--- src/rtl/aem_pkg.sv ---
// aem_pkg: shared constants, codes and control structs of the AC energy meter.
// No dependencies; imported by aem_ctrl, aem_dp and ac_energy_meter_core.
package aem_pkg;

   localparam int SAMPLE_BITS_DEF = 10;
   localparam int VSUM_W = 40;
   localparam int ISUM_W = 56;
   localparam int PSUM_W = 56;
   localparam int CNT_W = 16;
   localparam int DIV_W = 56;
   localparam int DVS_W = 32;
   localparam int SQ_W = 56;
   localparam int ROOT_W = SQ_W / 2;
   localparam int CSR_IDX_W = 3;
   localparam int CSR_DATA_W = 20;
   localparam int GAIN_W = 20;
   localparam int GAIN_RESET = 65536;
   localparam int WINDOW_RESET = 1000;
   localparam int VRMS_W = 12;
   localparam int IRMS_W = 16;
   localparam int PF_W = 17;

   // register indexes
   localparam logic [CSR_IDX_W-1:0] REG_VOLTAGE_OFFSET = 3'd0;
   localparam logic [CSR_IDX_W-1:0] REG_CURRENT_OFFSET = 3'd1;
   localparam logic [CSR_IDX_W-1:0] REG_VOLTAGE_RMS_OFFSET = 3'd2;
   localparam logic [CSR_IDX_W-1:0] REG_CURRENT_RMS_OFFSET = 3'd3;
   localparam logic [CSR_IDX_W-1:0] REG_POWER_OFFSET = 3'd4;
   localparam logic [CSR_IDX_W-1:0] REG_CURRENT_GAIN = 3'd5;
   localparam logic [CSR_IDX_W-1:0] REG_SAMPLE_WINDOW = 3'd6;

   typedef enum logic [2:0] {
      MUL_CG, MUL_VV, MUL_II, MUL_VI, MUL_APP
   } aem_mul_type;

   typedef enum logic [1:0] {
      DIV_V, DIV_I, DIV_P, DIV_PF
   } aem_div_type;

   typedef struct packed {
      logic        mul_en;
      aem_mul_type mul_sel;
      logic        take_i;
      logic        acc_v;
      logic        acc_i;
      logic        acc_p;
      logic        div_start;
      aem_div_type div_sel;
      logic        sqrt_start;
      logic        cap_v;
      logic        cap_i;
      logic        cap_p;
      logic        cap_app;
      logic        pf_zero;
      logic        cap_pf;
      logic        publish;
   } aem_cmd_type;

   typedef struct packed {
      logic div_busy;
      logic sqrt_busy;
      logic win_end;
      logic pf_ok;
      logic out_full;
   } aem_status_type;

endpackage

--- src/rtl/aem_ctrl.sv ---
// aem_ctrl: sequencer of the energy meter; steps the datapath per request
// and through the window-end math. Depends on aem_pkg.
module aem_ctrl (
   input  logic                    clock,
   input  logic                    reset,
   input  logic                    req_valid,
   output logic                    req_ready,
   input  aem_pkg::aem_status_type status,
   output aem_pkg::aem_cmd_type    cmd
);
   import aem_pkg::*;

   typedef enum logic [4:0] {
      S_IDLE, S_MUL_GAIN, S_MUL_VV, S_MUL_II, S_MUL_VI, S_ACC_P, S_CHECK,
      S_DIV_V, S_DV_W, S_SQ_V, S_SV_W, S_DIV_I, S_DI_W, S_SQ_I, S_SI_W,
      S_DIV_P, S_DP_W, S_APP, S_APP_W, S_PF_CHK, S_DPF_W, S_PUB
   } state_type;

   state_type state_ff, state_in;

   always_ff @(posedge clock) begin
      if (reset) begin
         state_ff <= S_IDLE;
      end else begin
         state_ff <= state_in;
      end
   end

   assign req_ready = (state_ff == S_IDLE);

   always_comb begin
      state_in = state_ff;
      cmd = '0;
      cmd.mul_sel = MUL_CG;
      cmd.div_sel = DIV_V;
      case (state_ff)
         S_IDLE: if (req_valid) state_in = S_MUL_GAIN;
         S_MUL_GAIN: begin
            cmd.mul_en = 1'b1; cmd.mul_sel = MUL_CG; state_in = S_MUL_VV;
         end
         S_MUL_VV: begin
            cmd.take_i = 1'b1; cmd.mul_en = 1'b1; cmd.mul_sel = MUL_VV;
            state_in = S_MUL_II;
         end
         S_MUL_II: begin
            cmd.acc_v = 1'b1; cmd.mul_en = 1'b1; cmd.mul_sel = MUL_II;
            state_in = S_MUL_VI;
         end
         S_MUL_VI: begin
            cmd.acc_i = 1'b1; cmd.mul_en = 1'b1; cmd.mul_sel = MUL_VI;
            state_in = S_ACC_P;
         end
         S_ACC_P: begin
            cmd.acc_p = 1'b1; state_in = S_CHECK;
         end
         S_CHECK: state_in = status.win_end ? S_DIV_V : S_IDLE;
         S_DIV_V: begin
            cmd.div_start = 1'b1; cmd.div_sel = DIV_V; state_in = S_DV_W;
         end
         S_DV_W: if (!status.div_busy) state_in = S_SQ_V;
         S_SQ_V: begin
            cmd.sqrt_start = 1'b1; state_in = S_SV_W;
         end
         S_SV_W: if (!status.sqrt_busy) begin
            cmd.cap_v = 1'b1; state_in = S_DIV_I;
         end
         S_DIV_I: begin
            cmd.div_start = 1'b1; cmd.div_sel = DIV_I; state_in = S_DI_W;
         end
         S_DI_W: if (!status.div_busy) state_in = S_SQ_I;
         S_SQ_I: begin
            cmd.sqrt_start = 1'b1; state_in = S_SI_W;
         end
         S_SI_W: if (!status.sqrt_busy) begin
            cmd.cap_i = 1'b1; state_in = S_DIV_P;
         end
         S_DIV_P: begin
            cmd.div_start = 1'b1; cmd.div_sel = DIV_P; state_in = S_DP_W;
         end
         S_DP_W: if (!status.div_busy) begin
            cmd.cap_p = 1'b1; state_in = S_APP;
         end
         S_APP: begin
            cmd.mul_en = 1'b1; cmd.mul_sel = MUL_APP; state_in = S_APP_W;
         end
         S_APP_W: begin
            cmd.cap_app = 1'b1; state_in = S_PF_CHK;
         end
         S_PF_CHK: begin
            if (status.pf_ok) begin
               cmd.div_start = 1'b1; cmd.div_sel = DIV_PF; state_in = S_DPF_W;
            end else begin
               cmd.pf_zero = 1'b1; state_in = S_PUB;
            end
         end
         S_DPF_W: if (!status.div_busy) begin
            cmd.cap_pf = 1'b1; state_in = S_PUB;
         end
         S_PUB: if (!status.out_full) begin
            cmd.publish = 1'b1; state_in = S_IDLE;
         end
         default: state_in = S_IDLE;
      endcase
   end

endmodule

--- src/rtl/aem_dp.sv ---
// aem_dp: energy meter datapath: config registers, shared multiplier,
// accumulators, radix-2 divider, bit-pair square root, result register.
// Depends on aem_pkg.
module aem_dp #(
   parameter int SAMPLE_BITS = aem_pkg::SAMPLE_BITS_DEF
) (
   input  logic                                 clock,
   input  logic                                 reset,
   input  logic                                 req_accept,
   input  logic [SAMPLE_BITS-1:0]               req_voltage_sample,
   input  logic [SAMPLE_BITS-1:0]               req_current_sample,
   input  logic                                 csr_we,
   input  logic [aem_pkg::CSR_IDX_W-1:0]        csr_index,
   input  logic [aem_pkg::CSR_DATA_W-1:0]       csr_wdata,
   input  aem_pkg::aem_cmd_type                 cmd,
   output aem_pkg::aem_status_type              status,
   output logic                                 rsp_valid,
   input  logic                                 rsp_ready,
   output logic [aem_pkg::VRMS_W-1:0]           rsp_voltage_rms,
   output logic [aem_pkg::IRMS_W-1:0]           rsp_current_rms,
   output logic signed [31:0]                   rsp_real_power,
   output logic [31:0]                          rsp_apparent_power,
   output logic [aem_pkg::PF_W-1:0]             rsp_power_factor
);
   import aem_pkg::*;

   // centred sample: doubled offset-free sample plus a 10-bit offset
   localparam int SW = ((SAMPLE_BITS + 1 > 10) ? SAMPLE_BITS + 1 : 10) + 1;
   localparam int IW = SW + 5;
   localparam int MW = (IW > GAIN_W + 1) ? IW : GAIN_W + 1;
   localparam int PW = 2 * MW;
   localparam int MID = 1 << (SAMPLE_BITS - 1);

   // configuration
   logic signed [9:0]  voff_ff, ioff_ff;
   logic signed [10:0] vroff_ff;
   logic signed [15:0] iroff_ff, poff_ff;
   logic [GAIN_W-1:0]  gain_ff;
   logic [CNT_W-1:0]   win_ff;

   always_ff @(posedge clock) begin
      if (reset) begin
         voff_ff <= '0; ioff_ff <= '0; vroff_ff <= '0;
         iroff_ff <= '0; poff_ff <= '0;
         gain_ff <= GAIN_W'(GAIN_RESET);
         win_ff <= CNT_W'(WINDOW_RESET);
      end else if (csr_we) begin
         case (csr_index)
            REG_VOLTAGE_OFFSET:     voff_ff <= csr_wdata[9:0];
            REG_CURRENT_OFFSET:     ioff_ff <= csr_wdata[9:0];
            REG_VOLTAGE_RMS_OFFSET: vroff_ff <= csr_wdata[10:0];
            REG_CURRENT_RMS_OFFSET: iroff_ff <= csr_wdata[15:0];
            REG_POWER_OFFSET:       poff_ff <= csr_wdata[15:0];
            REG_CURRENT_GAIN:       gain_ff <= csr_wdata;
            REG_SAMPLE_WINDOW:      win_ff <= csr_wdata[15:0];
            default: ;
         endcase
      end
   end

   // centring
   logic signed [SW-1:0] v_cen, c_cen, v_ff, c_ff;
   logic signed [IW-1:0] i_ff;

   always_comb begin
      v_cen = ((SW'($signed({1'b0, req_voltage_sample})) - SW'(MID)) <<< 1)
              + SW'(voff_ff);
      c_cen = ((SW'($signed({1'b0, req_current_sample})) - SW'(MID)) <<< 1)
              + SW'(ioff_ff);
   end

   // shared multiplier, registered product
   logic signed [MW-1:0] mul_a, mul_b;
   logic signed [PW-1:0] prod_ff;
   logic signed [63:0]   prod_x;
   logic [VRMS_W-1:0]    vr_ff;
   logic [IRMS_W-1:0]    ir_ff;

   always_comb begin
      case (cmd.mul_sel)
         MUL_CG:  begin mul_a = MW'(c_ff); mul_b = MW'($signed({1'b0, gain_ff})); end
         MUL_VV:  begin mul_a = MW'(v_ff); mul_b = MW'(v_ff); end
         MUL_II:  begin mul_a = MW'(i_ff); mul_b = MW'(i_ff); end
         MUL_VI:  begin mul_a = MW'(v_ff); mul_b = MW'(i_ff); end
         MUL_APP: begin
            mul_a = MW'($signed({1'b0, vr_ff}));
            mul_b = MW'($signed({1'b0, ir_ff}));
         end
         default: begin mul_a = '0; mul_b = '0; end
      endcase
      prod_x = 64'(prod_ff);
   end

   // accumulators
   logic [VSUM_W-1:0] vsum_ff;
   logic [ISUM_W-1:0] isum_ff;
   logic [PSUM_W-1:0] psum_ff;
   logic [CNT_W-1:0]  cnt_ff, win_eff;

   assign win_eff = (win_ff == '0) ? CNT_W'(1) : win_ff;

   // divider
   logic [DIV_W-1:0] quo_ff, dvd;
   logic [DVS_W:0]   drem_ff, dtrial;
   logic [DVS_W-1:0] dvs_ff, dvs;
   logic [5:0]       dcnt_ff;
   logic             div_busy_ff;
   logic [PSUM_W-1:0] psum_mag;

   // square root
   logic [SQ_W-1:0]   sx_ff;
   logic [ROOT_W+2:0] srem_ff, strial, sr;
   logic [ROOT_W-1:0] root_ff;
   logic [4:0]        scnt_ff;
   logic              sqrt_busy_ff;

   // results
   logic signed [31:0] real_ff;
   logic [31:0]        app_ff;
   logic [PF_W-1:0]    pf_ff;
   logic               neg_ff;
   logic signed [ROOT_W+1:0] vr_sum, ir_sum;
   logic signed [PSUM_W+1:0] real_sum;

   always_comb begin
      psum_mag = psum_ff[PSUM_W-1] ? (~psum_ff + PSUM_W'(1)) : psum_ff;
      case (cmd.div_sel)
         DIV_V:  begin dvd = DIV_W'(vsum_ff); dvs = DVS_W'(cnt_ff); end
         DIV_I:  begin dvd = DIV_W'(isum_ff); dvs = DVS_W'(cnt_ff); end
         DIV_P:  begin dvd = DIV_W'(psum_mag); dvs = DVS_W'(cnt_ff); end
         DIV_PF: begin dvd = DIV_W'({real_ff[30:0], 16'h0000}); dvs = app_ff; end
         default: begin dvd = '0; dvs = '0; end
      endcase
      dtrial = {drem_ff[DVS_W-1:0], quo_ff[DIV_W-1]};
      sr = {srem_ff[ROOT_W:0], sx_ff[SQ_W-1 -: 2]};
      strial = (ROOT_W+3)'({root_ff, 2'b01});
      vr_sum = $signed({2'b00, root_ff}) + (ROOT_W+2)'(vroff_ff);
      ir_sum = $signed({2'b00, root_ff}) + (ROOT_W+2)'(iroff_ff);
      real_sum = (neg_ff ? -$signed({2'b00, quo_ff}) : $signed({2'b00, quo_ff}))
                 + (PSUM_W+2)'(poff_ff);
   end

   always_ff @(posedge clock) begin
      if (req_accept) begin
         v_ff <= v_cen;
         c_ff <= c_cen;
      end
      if (cmd.mul_en) prod_ff <= PW'(mul_a * mul_b);
      if (cmd.take_i) i_ff <= prod_ff[16 +: IW];
      if (cmd.div_start) begin
         quo_ff <= dvd;
         dvs_ff <= dvs;
         drem_ff <= '0;
         dcnt_ff <= 6'(DIV_W);
         neg_ff <= (cmd.div_sel == DIV_P) && psum_ff[PSUM_W-1];
      end else if (div_busy_ff) begin
         if (dtrial >= {1'b0, dvs_ff}) begin
            drem_ff <= dtrial - {1'b0, dvs_ff};
            quo_ff <= {quo_ff[DIV_W-2:0], 1'b1};
         end else begin
            drem_ff <= dtrial;
            quo_ff <= {quo_ff[DIV_W-2:0], 1'b0};
         end
         dcnt_ff <= dcnt_ff - 6'd1;
      end
      if (cmd.sqrt_start) begin
         sx_ff <= quo_ff;
         srem_ff <= '0;
         root_ff <= '0;
         scnt_ff <= 5'(ROOT_W);
      end else if (sqrt_busy_ff) begin
         if (sr >= strial) begin
            srem_ff <= sr - strial;
            root_ff <= {root_ff[ROOT_W-2:0], 1'b1};
         end else begin
            srem_ff <= sr;
            root_ff <= {root_ff[ROOT_W-2:0], 1'b0};
         end
         sx_ff <= {sx_ff[SQ_W-3:0], 2'b00};
         scnt_ff <= scnt_ff - 5'd1;
      end
      if (cmd.cap_v) begin
         if (vr_sum < 0) vr_ff <= '0;
         else if (vr_sum > (ROOT_W+2)'(4095)) vr_ff <= '1;
         else vr_ff <= vr_sum[VRMS_W-1:0];
      end
      if (cmd.cap_i) begin
         if (ir_sum < 0) ir_ff <= '0;
         else if (ir_sum > (ROOT_W+2)'(65535)) ir_ff <= '1;
         else ir_ff <= ir_sum[IRMS_W-1:0];
      end
      if (cmd.cap_p) begin
         if (real_sum < -(PSUM_W+2)'(64'sh80000000)) real_ff <= 32'sh80000000;
         else if (real_sum > (PSUM_W+2)'(64'sh7FFFFFFF)) real_ff <= 32'sh7FFFFFFF;
         else real_ff <= real_sum[31:0];
      end
      if (cmd.cap_app) app_ff <= prod_ff[31:0];
      if (cmd.pf_zero) pf_ff <= '0;
      if (cmd.cap_pf) pf_ff <= quo_ff[PF_W-1:0];
      if (cmd.publish) begin
         rsp_voltage_rms <= vr_ff;
         rsp_current_rms <= ir_ff;
         rsp_real_power <= real_ff;
         rsp_apparent_power <= app_ff;
         rsp_power_factor <= pf_ff;
      end
   end

   // control state
   always_ff @(posedge clock) begin
      if (reset) begin
         vsum_ff <= '0; isum_ff <= '0; psum_ff <= '0; cnt_ff <= '0;
         div_busy_ff <= 1'b0; sqrt_busy_ff <= 1'b0; rsp_valid <= 1'b0;
      end else begin
         if (cmd.acc_v) vsum_ff <= vsum_ff + prod_x[VSUM_W-1:0];
         if (cmd.acc_i) isum_ff <= isum_ff + prod_x[ISUM_W-1:0];
         if (cmd.acc_p) begin
            psum_ff <= psum_ff + prod_x[PSUM_W-1:0];
            cnt_ff <= cnt_ff + CNT_W'(1);
         end
         if (cmd.publish) begin
            vsum_ff <= '0; isum_ff <= '0; psum_ff <= '0; cnt_ff <= '0;
         end
         if (cmd.div_start) div_busy_ff <= 1'b1;
         else if (div_busy_ff && dcnt_ff == 6'd1) div_busy_ff <= 1'b0;
         if (cmd.sqrt_start) sqrt_busy_ff <= 1'b1;
         else if (sqrt_busy_ff && scnt_ff == 5'd1) sqrt_busy_ff <= 1'b0;
         if (cmd.publish) rsp_valid <= 1'b1;
         else if (rsp_ready) rsp_valid <= 1'b0;
      end
   end

   always_comb begin
      status.div_busy = div_busy_ff;
      status.sqrt_busy = sqrt_busy_ff;
      status.win_end = (cnt_ff >= win_eff);
      status.pf_ok = (app_ff != '0) && !real_ff[31] && ({1'b0, real_ff[30:0]} <= app_ff);
      status.out_full = rsp_valid && !rsp_ready;
   end

`ifndef ASSERT_OFF
   a_units_exclusive: assert property (@(posedge clock) disable iff (reset)
      !(div_busy_ff && sqrt_busy_ff)) else $error("divider and root overlap");
   a_publish_valid: assert property (@(posedge clock) disable iff (reset)
      cmd.publish |=> rsp_valid) else $error("publish lost");
   a_pf_range: assert property (@(posedge clock) disable iff (reset)
      rsp_valid |-> rsp_power_factor <= PF_W'(65536)) else $error("pf above one");
   a_pf_zero_app: assert property (@(posedge clock) disable iff (reset)
      (rsp_valid && rsp_apparent_power == '0) |-> rsp_power_factor == '0)
      else $error("pf with zero apparent power");
`endif

endmodule

--- src/rtl/ac_energy_meter_core.sv ---
// ac_energy_meter_core: top level of the windowed RMS and power meter.
// Depends on aem_pkg, aem_ctrl and aem_dp.
//
//  channel  | direction | handshake          | payload
//  req      | in        | req_valid/ready    | voltage_sample, current_sample
//  rsp      | out       | rsp_valid/ready    | rms V/I, real, apparent, pf
//  csr      | in        | csr_we (no wait)   | csr_index, csr_wdata
//
// A request that does not close a window goes through centring, four
// passes through the one shared multiplier, the last accumulate and the count check.
// A window-closing request adds three or four 56-step divisions (the pf one only when
// pf is in range) and two 28-step square roots on the shared radix-2 units.
// Synchronous active-high reset clears sums, count and configuration registers to defaults.
// A finished result sits in the output register; the next request is taken
// while it waits, and only the following window end stalls on it.
module ac_energy_meter_core #(
   parameter int SAMPLE_BITS = aem_pkg::SAMPLE_BITS_DEF
) (
   input  logic                               clock,
   input  logic                               reset,
   input  logic                               req_valid,
   output logic                               req_ready,
   input  logic [SAMPLE_BITS-1:0]             req_voltage_sample,
   input  logic [SAMPLE_BITS-1:0]             req_current_sample,
   output logic                               rsp_valid,
   input  logic                               rsp_ready,
   output logic [aem_pkg::VRMS_W-1:0]         rsp_voltage_rms,
   output logic [aem_pkg::IRMS_W-1:0]         rsp_current_rms,
   output logic signed [31:0]                 rsp_real_power,
   output logic [31:0]                        rsp_apparent_power,
   output logic [aem_pkg::PF_W-1:0]           rsp_power_factor,
   input  logic                               csr_we,
   input  logic [aem_pkg::CSR_IDX_W-1:0]      csr_index,
   input  logic [aem_pkg::CSR_DATA_W-1:0]     csr_wdata
);
   import aem_pkg::*;

   aem_cmd_type    cmd;
   aem_status_type status;
   logic           req_accept;

   // sample is centred straight into the datapath on the accepting edge
   assign req_accept = req_valid && req_ready;

   aem_ctrl u_ctrl (
      .clock     (clock),
      .reset     (reset),
      .req_valid (req_valid),
      .req_ready (req_ready),
      .status    (status),
      .cmd       (cmd)
   );

   aem_dp #(.SAMPLE_BITS(SAMPLE_BITS)) u_dp (
      .clock              (clock),
      .reset              (reset),
      .req_accept         (req_accept),
      .req_voltage_sample (req_voltage_sample),
      .req_current_sample (req_current_sample),
      .csr_we             (csr_we),
      .csr_index          (csr_index),
      .csr_wdata          (csr_wdata),
      .cmd                (cmd),
      .status             (status),
      .rsp_valid          (rsp_valid),
      .rsp_ready          (rsp_ready),
      .rsp_voltage_rms    (rsp_voltage_rms),
      .rsp_current_rms    (rsp_current_rms),
      .rsp_real_power     (rsp_real_power),
      .rsp_apparent_power (rsp_apparent_power),
      .rsp_power_factor   (rsp_power_factor)
   );

endmodule
--- config.mk ---
export PLATFORM = sky130hd
export DESIGN_NAME = ac_energy_meter_core
export DESIGN_NICKNAME = d
export VERILOG_FILES = /design/src/rtl/aem_pkg.sv /design/src/rtl/aem_ctrl.sv /design/src/rtl/aem_dp.sv /design/src/rtl/ac_energy_meter_core.sv
export SDC_FILE = /design/constraint.sdc
export NUM_CORES = 2
export LEC_CHECK = 0
export BUFFER_PORTS_ARGS = -buffer_cell sky130_fd_sc_hd__buf_2
export CAP_MARGIN = 20
export CORE_MARGIN = 8
export CORE_UTILIZATION = 45
export CTS_CLUSTER_DIAMETER = 30
export DETAILED_ROUTE_END_ITERATION = 6
export MAX_ROUTING_LAYER = met4
export REMOVE_ABC_BUFFERS = 1
export SLEW_MARGIN = 25
export SYNTH_ARGS = -nofsm -noshare
export SYNTH_HDL_FRONTEND = slang
export SYNTH_HIERARCHICAL = 1
export SYNTH_SLANG_ARGS = --single-unit
--- constraint.sdc ---
create_clock -name clock -period 20.9 [get_ports clock]
set_input_delay 6.27 -clock clock [delete_from_list [all_inputs] [get_ports clock]]
set_output_delay 6.27 -clock clock [all_outputs]
set_load 0.05 [all_outputs]
; ---- After elaboration in Yosys (flattened, before gate mapping)
; Cells that the tools add are included.
[op_classes]
magnitude_cmp = 10
mul = 1
n_reduce_logical = 34
eq_ne = 44
mux = 56
bitwise = 1
add_sub_neg = 17
[ops]
columns = cell, n
row1 = two-way mux 56 bit, 5
row2 = one-hot mux 56 bit (4 select lines), 1
row3 = one-hot mux 21 bit (4 select lines), 2
row4 = adder 56 bit, 2
row5 = one-hot mux 5 bit (22 select lines), 1
row6 = two-way mux 32 bit, 2
row7 = one-hot mux 32 bit (2 select lines), 1
row8 = "< comparator 30 x 1 -> 1 bit, second input constant", 2
row9 = adder 58 x 16 -> 58 bit, 1
row10 = "> comparator 58 x 32 -> 1 bit, second input constant", 1
row11 = "< comparator 58 x 32 -> 1 bit, second input constant", 1
row12 = two-way mux 58 bit, 1
row13 = negator 56 -> 58 bit, 1
row14 = "adder 56 x 1 -> 56 bit, second input constant", 1
row15 = inverter 56 bit, 1
row16 = multiplier 21 x 21 -> 42 bit, 1
row17 = adder 40 bit, 1
row18 = "equality test 5 x 4 -> 1 bit, second input constant", 8
row19 = two-way mux 5 bit, 8
row20 = two-way mux 17 bit, 2
row21 = >= comparator 33 x 32 -> 1 bit, 1
row22 = less-or-equal comparator 31 x 32 -> 1 bit, 1
row23 = two-way mux 16 bit, 2
row24 = nonzero test 32 bit, 1
row25 = 41 further kinds, 115
[word_totals]
reg_bits = 821
input_bits = 48
word_cells = 201

; ---- Longest topological paths before layout
[depth]
depth_word = 8
ltp_mapped = 39
ltp_nobuf = 33

; ---- Modules after synthesis
; The synthesis kept the hierarchy.
[modules_own_cells]
columns = mod, seq_area_each_um2, area_each_um2, n_inst, cells_per_inst
row1 = aem_dp, 20799.9, 66970.5, 1, 7350
row2 = aem_ctrl, 100.1, 631.9, 1, 88
row3 = ac_energy_meter_core, 0.0, 6.3, 1, 1

; ---- Worst setup path before layout
; OpenSTA, ideal clock, no wires.
[synth_path]
path_type = input-to-reg
startpoint = in rsp_ready
endpoint = reg u_dp.vsum_ff[21]
setup_slack_ns = 5.184
arrival_time_ns = 15.588
cell_stages = 7
t_required_ns = 20.772
setup_ns = 0.128
cell_sequence = nor2b_1 > nor3_1 > or2_2 > clkbuf_1 > clkbuf_1 > clkbuf_1 > nor2_1
[synth_rtl]
columns = item, line
row1 = start: declaration, ac_energy_meter_core.sv:26  ; input logic rsp_ready,
row2 = end signal: assignment, aem_dp.sv:215  ; if (cmd.acc_v) vsum_ff <= vsum_ff + prod_x[VSUM_W-1:0];
row3 = end: declaration, aem_dp.sv:95  ; logic [VSUM_W-1:0] vsum_ff;

==> flow_summary.yaml <==
status:
  status: "finished clean"
clock_network:
  cts-root-to-sink-buffers: 3
  clkSinkCount: 821
  cts_made_buffers: 207
  cts.reportedPaths.clkPinSlew_ns: 0.05
  cts_tree: "done"
  clock_latency_at_the_later_pin_of_the_worst_skew_pair_ns: 0.85
  ctsRootBufferMaster: "sky130_fd_sc_hd__clkbuf_16"
  post_cts_buffers: 0
  cts-hold-fix-buffers: 0
  h-tree-depth: 4
  post_cts.resized_instances: 0
pwr:
  power.leakage_nw: 34.0
  ir_worst_vdd_mv: 0.275
  powerDensity_mw_per_mm2: 168
cells_and_area:
  finalNetCount: 8547
  area.growth.synth_to_final_pct: 15.7
  layout.cells.most_common_list: "769 x sky130_fd_sc_hd__inv_1, 740 x sky130_fd_sc_hd__nand2_1, 654 x sky130_fd_sc_hd__nor2_1, 598 x sky130_fd_sc_hd__a21oi_1, 508 x sky130_fd_sc_hd__ha_1"
  multiInputGateArea_mm2: 0.0428
  final_layout_size_suffix_gt1_share_pct: 10.5
  sequential_cell_area_mm2: 0.0209
  finalNonFillerCells: 9786
  layout_commonest_cell: "sky130_fd_sc_hd__inv_1"
  layout.filler_cells: 13900
yosys:
  post_synth.cell_area_avg_um2: 9.09
  synth_seq_area_share_pct: 30.9
  ys_ff_latch: 821
  synthArstFlopShare_pct: 0
  synthCells: 7439
  synth.largest_area_cell: "sky130_fd_sc_hd__edfxtp_1"
  netlist_top_cells_area: "sky130_fd_sc_hd__edfxtp_1 20%, sky130_fd_sc_hd__fa_1 12%, sky130_fd_sc_hd__dfxtp_1 11%, sky130_fd_sc_hd__ha_1 9.4%, sky130_fd_sc_hd__a21oi_1 4.4%"
  synth.cell_area_mm2: 0.0676
  synthesis.yosys.warnings: 6
  netlist-cell-type-count: 98
  number_of_enable_flip_flop_cells_after_synthesis: 446
  synth-main-ff-cell: "sky130_fd_sc_hd__edfxtp_1"
  top_cell_type_s_share_of_synthesized_area_pct: 19.8
sta:
  fin_crit_sh_pct: 54.7
  unrepaired_setup_endpoints_after_global_routing: "false"
  period_needed_ns: 11.43
  max_clock_freq_mhz: 87.5
  fin_setup_tns_ns: 0
  finalHoldViolCount: 0
  slew_viol_final: 0
  setup-violations-final: 0
  worst_pin_slew_ns: 1.11
  worst_clock_skew_ns: 0.0977
  max-slew-margin-rel_pct: 26.2
placement:
  global_placement_routability_congestion: 0.957
  detailed_place_hpwl_um: 167000
  dp_cells: 9388
  place.port_buffers: 158
setup_path:
  worst-endpoint-arrival_ns: 12.10
  most_used_cell_along_the_critical_path: "sky130_fd_sc_hd__fa_1"
  end_kind: "register"
  timing.critical_path.from_type: "register"
  cp-startpoint: "u_ctrl/state_ff[1]"
  timing.critical_path.slowest_stage_cell: "sky130_fd_sc_hd__dfxtp_1"
  worstReg2RegStart: "u_ctrl/state_ff[1]"
  criticalPathCategory: "reg -> reg"
  cp_data_required_time_ns: 21.57
  cp_max_fo: 39
  critPathMaxStageDelay_ns: 0.82
grt:
  globalRoute.totalOverflow: 0
  first_global_vias: 54200
  grt_max_degree: 87
  grt_first_pass_wirelength_um: 327000
  antenna_found_initial: 7
  grt_usage_pct: 26.5
drt:
  pre_repair_dr_iteration_count: 5
  drt_drc_violations_left: 0
  routedWlPerCell_um: 21.9
  drtIter0Drc: 4421
  detail_route.wirelength_um: 215000
  antenna_violating_nets_post_route: 0
  routed-via-count: 55400
  viasPerCell: 5.66
floorplanning:
  die-width_um: 404
  dieArea_mm2: 0.163
  floorplan.die.height_um: 404
  start_util_pct: 45.2
  boundaryPins: 159
  core-area_mm2: 0.150
  row_count: 142
run:
  max_cap_viol_count: 0
worst_hold_path:
  min-delay-start: "u_dp/pf_ff[12]"
  min_path_type: "reg -> reg"
## critical path: cells and delay by family (launching register included)
| kind | cells | cell delay, ns |
|---|---|---|
| buffers and inverters | 3 | 1.12 |
| multiplexers | 1 | 0.20 |
| AO/OA/AOI/OAI | 11 | 2.44 |
| flip-flops | 1 | 0.82 |
| adder cells (fa/ha/maj) | 8 | 4.05 |
| AND/OR/NAND/NOR | 7 | 2.62 |
## cells by family after synthesis
family	count (synthesis)	synth area share [%]
AOI/OAI and AO/OA	1703	15.8
DFF	821	30.9
and+or+nand+nor	2183	15.0
xor gates and xnor gates	429	5.56
adders and majority gates	918	21.5
buffers and inverters	1085	6.10
muxes	300	5.05
## metrics by stage
stage	util (%)	hold slack (ns)	cell area [um^2]	worst slack (ns)	total power, mW
finish	52.3	0.418	78200	9.47	13.2
global route	52.3	0.419	78200	8.83	14.4
CTS	52.3	0.416	78200	9.56	13.2
detailed placement	47.2	0.406	70600	9.58	9.77
global placement	47.1	0.404	70500	9.89	9.60
floorplan	-	0.400	66400	3.52	8.10
## registers in the layout, summed over array words and instances, names as in the netlist, 20 cells and up
name,flops
u_dp/app_ff,32
u_dp/root_ff,28
u_dp/rsp_real_power,32
u_dp/sx_ff,56
u_dp/isum_ff,56
u_dp/dvs_ff,32
u_dp/rsp_apparent_power,32
u_dp/psum_ff,56
u_dp/drem_ff,32
u_dp/quo_ff,56
u_dp/vsum_ff,40
u_dp/real_ff,32
u_dp/gain_ff,20
u_dp/srem_ff,29
u_dp/prod_ff,42
## power breakdown
part           switching [mW]  internal, mW  leakage, nW  total, mW
clock                    1.11          2.30         3.68       3.41
sequential              0.202          2.12         7.10       2.32
combinational            4.33          3.13         23.2       7.45
## synthesized netlist by cell type, types with 88 or more instances
master                       n
sky130_fd_sc_hd__inv_1     770
sky130_fd_sc_hd__nand2_1   740
sky130_fd_sc_hd__nor2_1    661
sky130_fd_sc_hd__a21oi_1   601
sky130_fd_sc_hd__ha_1      508
sky130_fd_sc_hd__edfxtp_1  446
sky130_fd_sc_hd__fa_1      410
sky130_fd_sc_hd__dfxtp_1   375
sky130_fd_sc_hd__o21ai_0   295
sky130_fd_sc_hd__xnor2_1   291
sky130_fd_sc_hd__clkbuf_1  275
sky130_fd_sc_hd__a21o_1    205
sky130_fd_sc_hd__mux2i_1   185
sky130_fd_sc_hd__xor2_1    138
sky130_fd_sc_hd__nand3_1   128
sky130_fd_sc_hd__nor3_1    118
sky130_fd_sc_hd__a211oi_1   97
sky130_fd_sc_hd__mux2_2     91
sky130_fd_sc_hd__nand2b_1   88
## path summary, 6_finish.rpt
kind / endpoint / slack (ns) / cells past startpoint
hold / removal: u_dp/rsp_power_factor[12] / 0.42 / 0
setup reg to reg: u_dp/prod_ff[40] / 9.47 / 30
setup / recovery: u_dp/prod_ff[40] / 9.47 / 30
hold reg to reg: u_dp/rsp_power_factor[12] / 0.42 / 0
## cell type report
| cell class | count | area share, % |
|---|---|---|
| sequential | 821 | 26.7 |
| clock inverter | 152 | 2.72 |
| inverter | 772 | 3.70 |
| timing repair buffer | 246 | 1.88 |
| clock buffer | 244 | 7.05 |
| multi-input combinational | 5533 | 54.7 |
| tap | 2016 | 3.22 |
| antenna | 2 | 0.00640 |
## routing by layer
layer / routed length [um] / global-route usage [%] / vias up
met5: 0 / - / -
met2: 97700 / 41.4 / 1786
li1: - / - / 26300
met1: 94800 / 34.9 / 26900
met4: 8790 / 10.3 / 0
met3: 13600 / 3.88 / 380
Power figures use the tool's default switching activity.
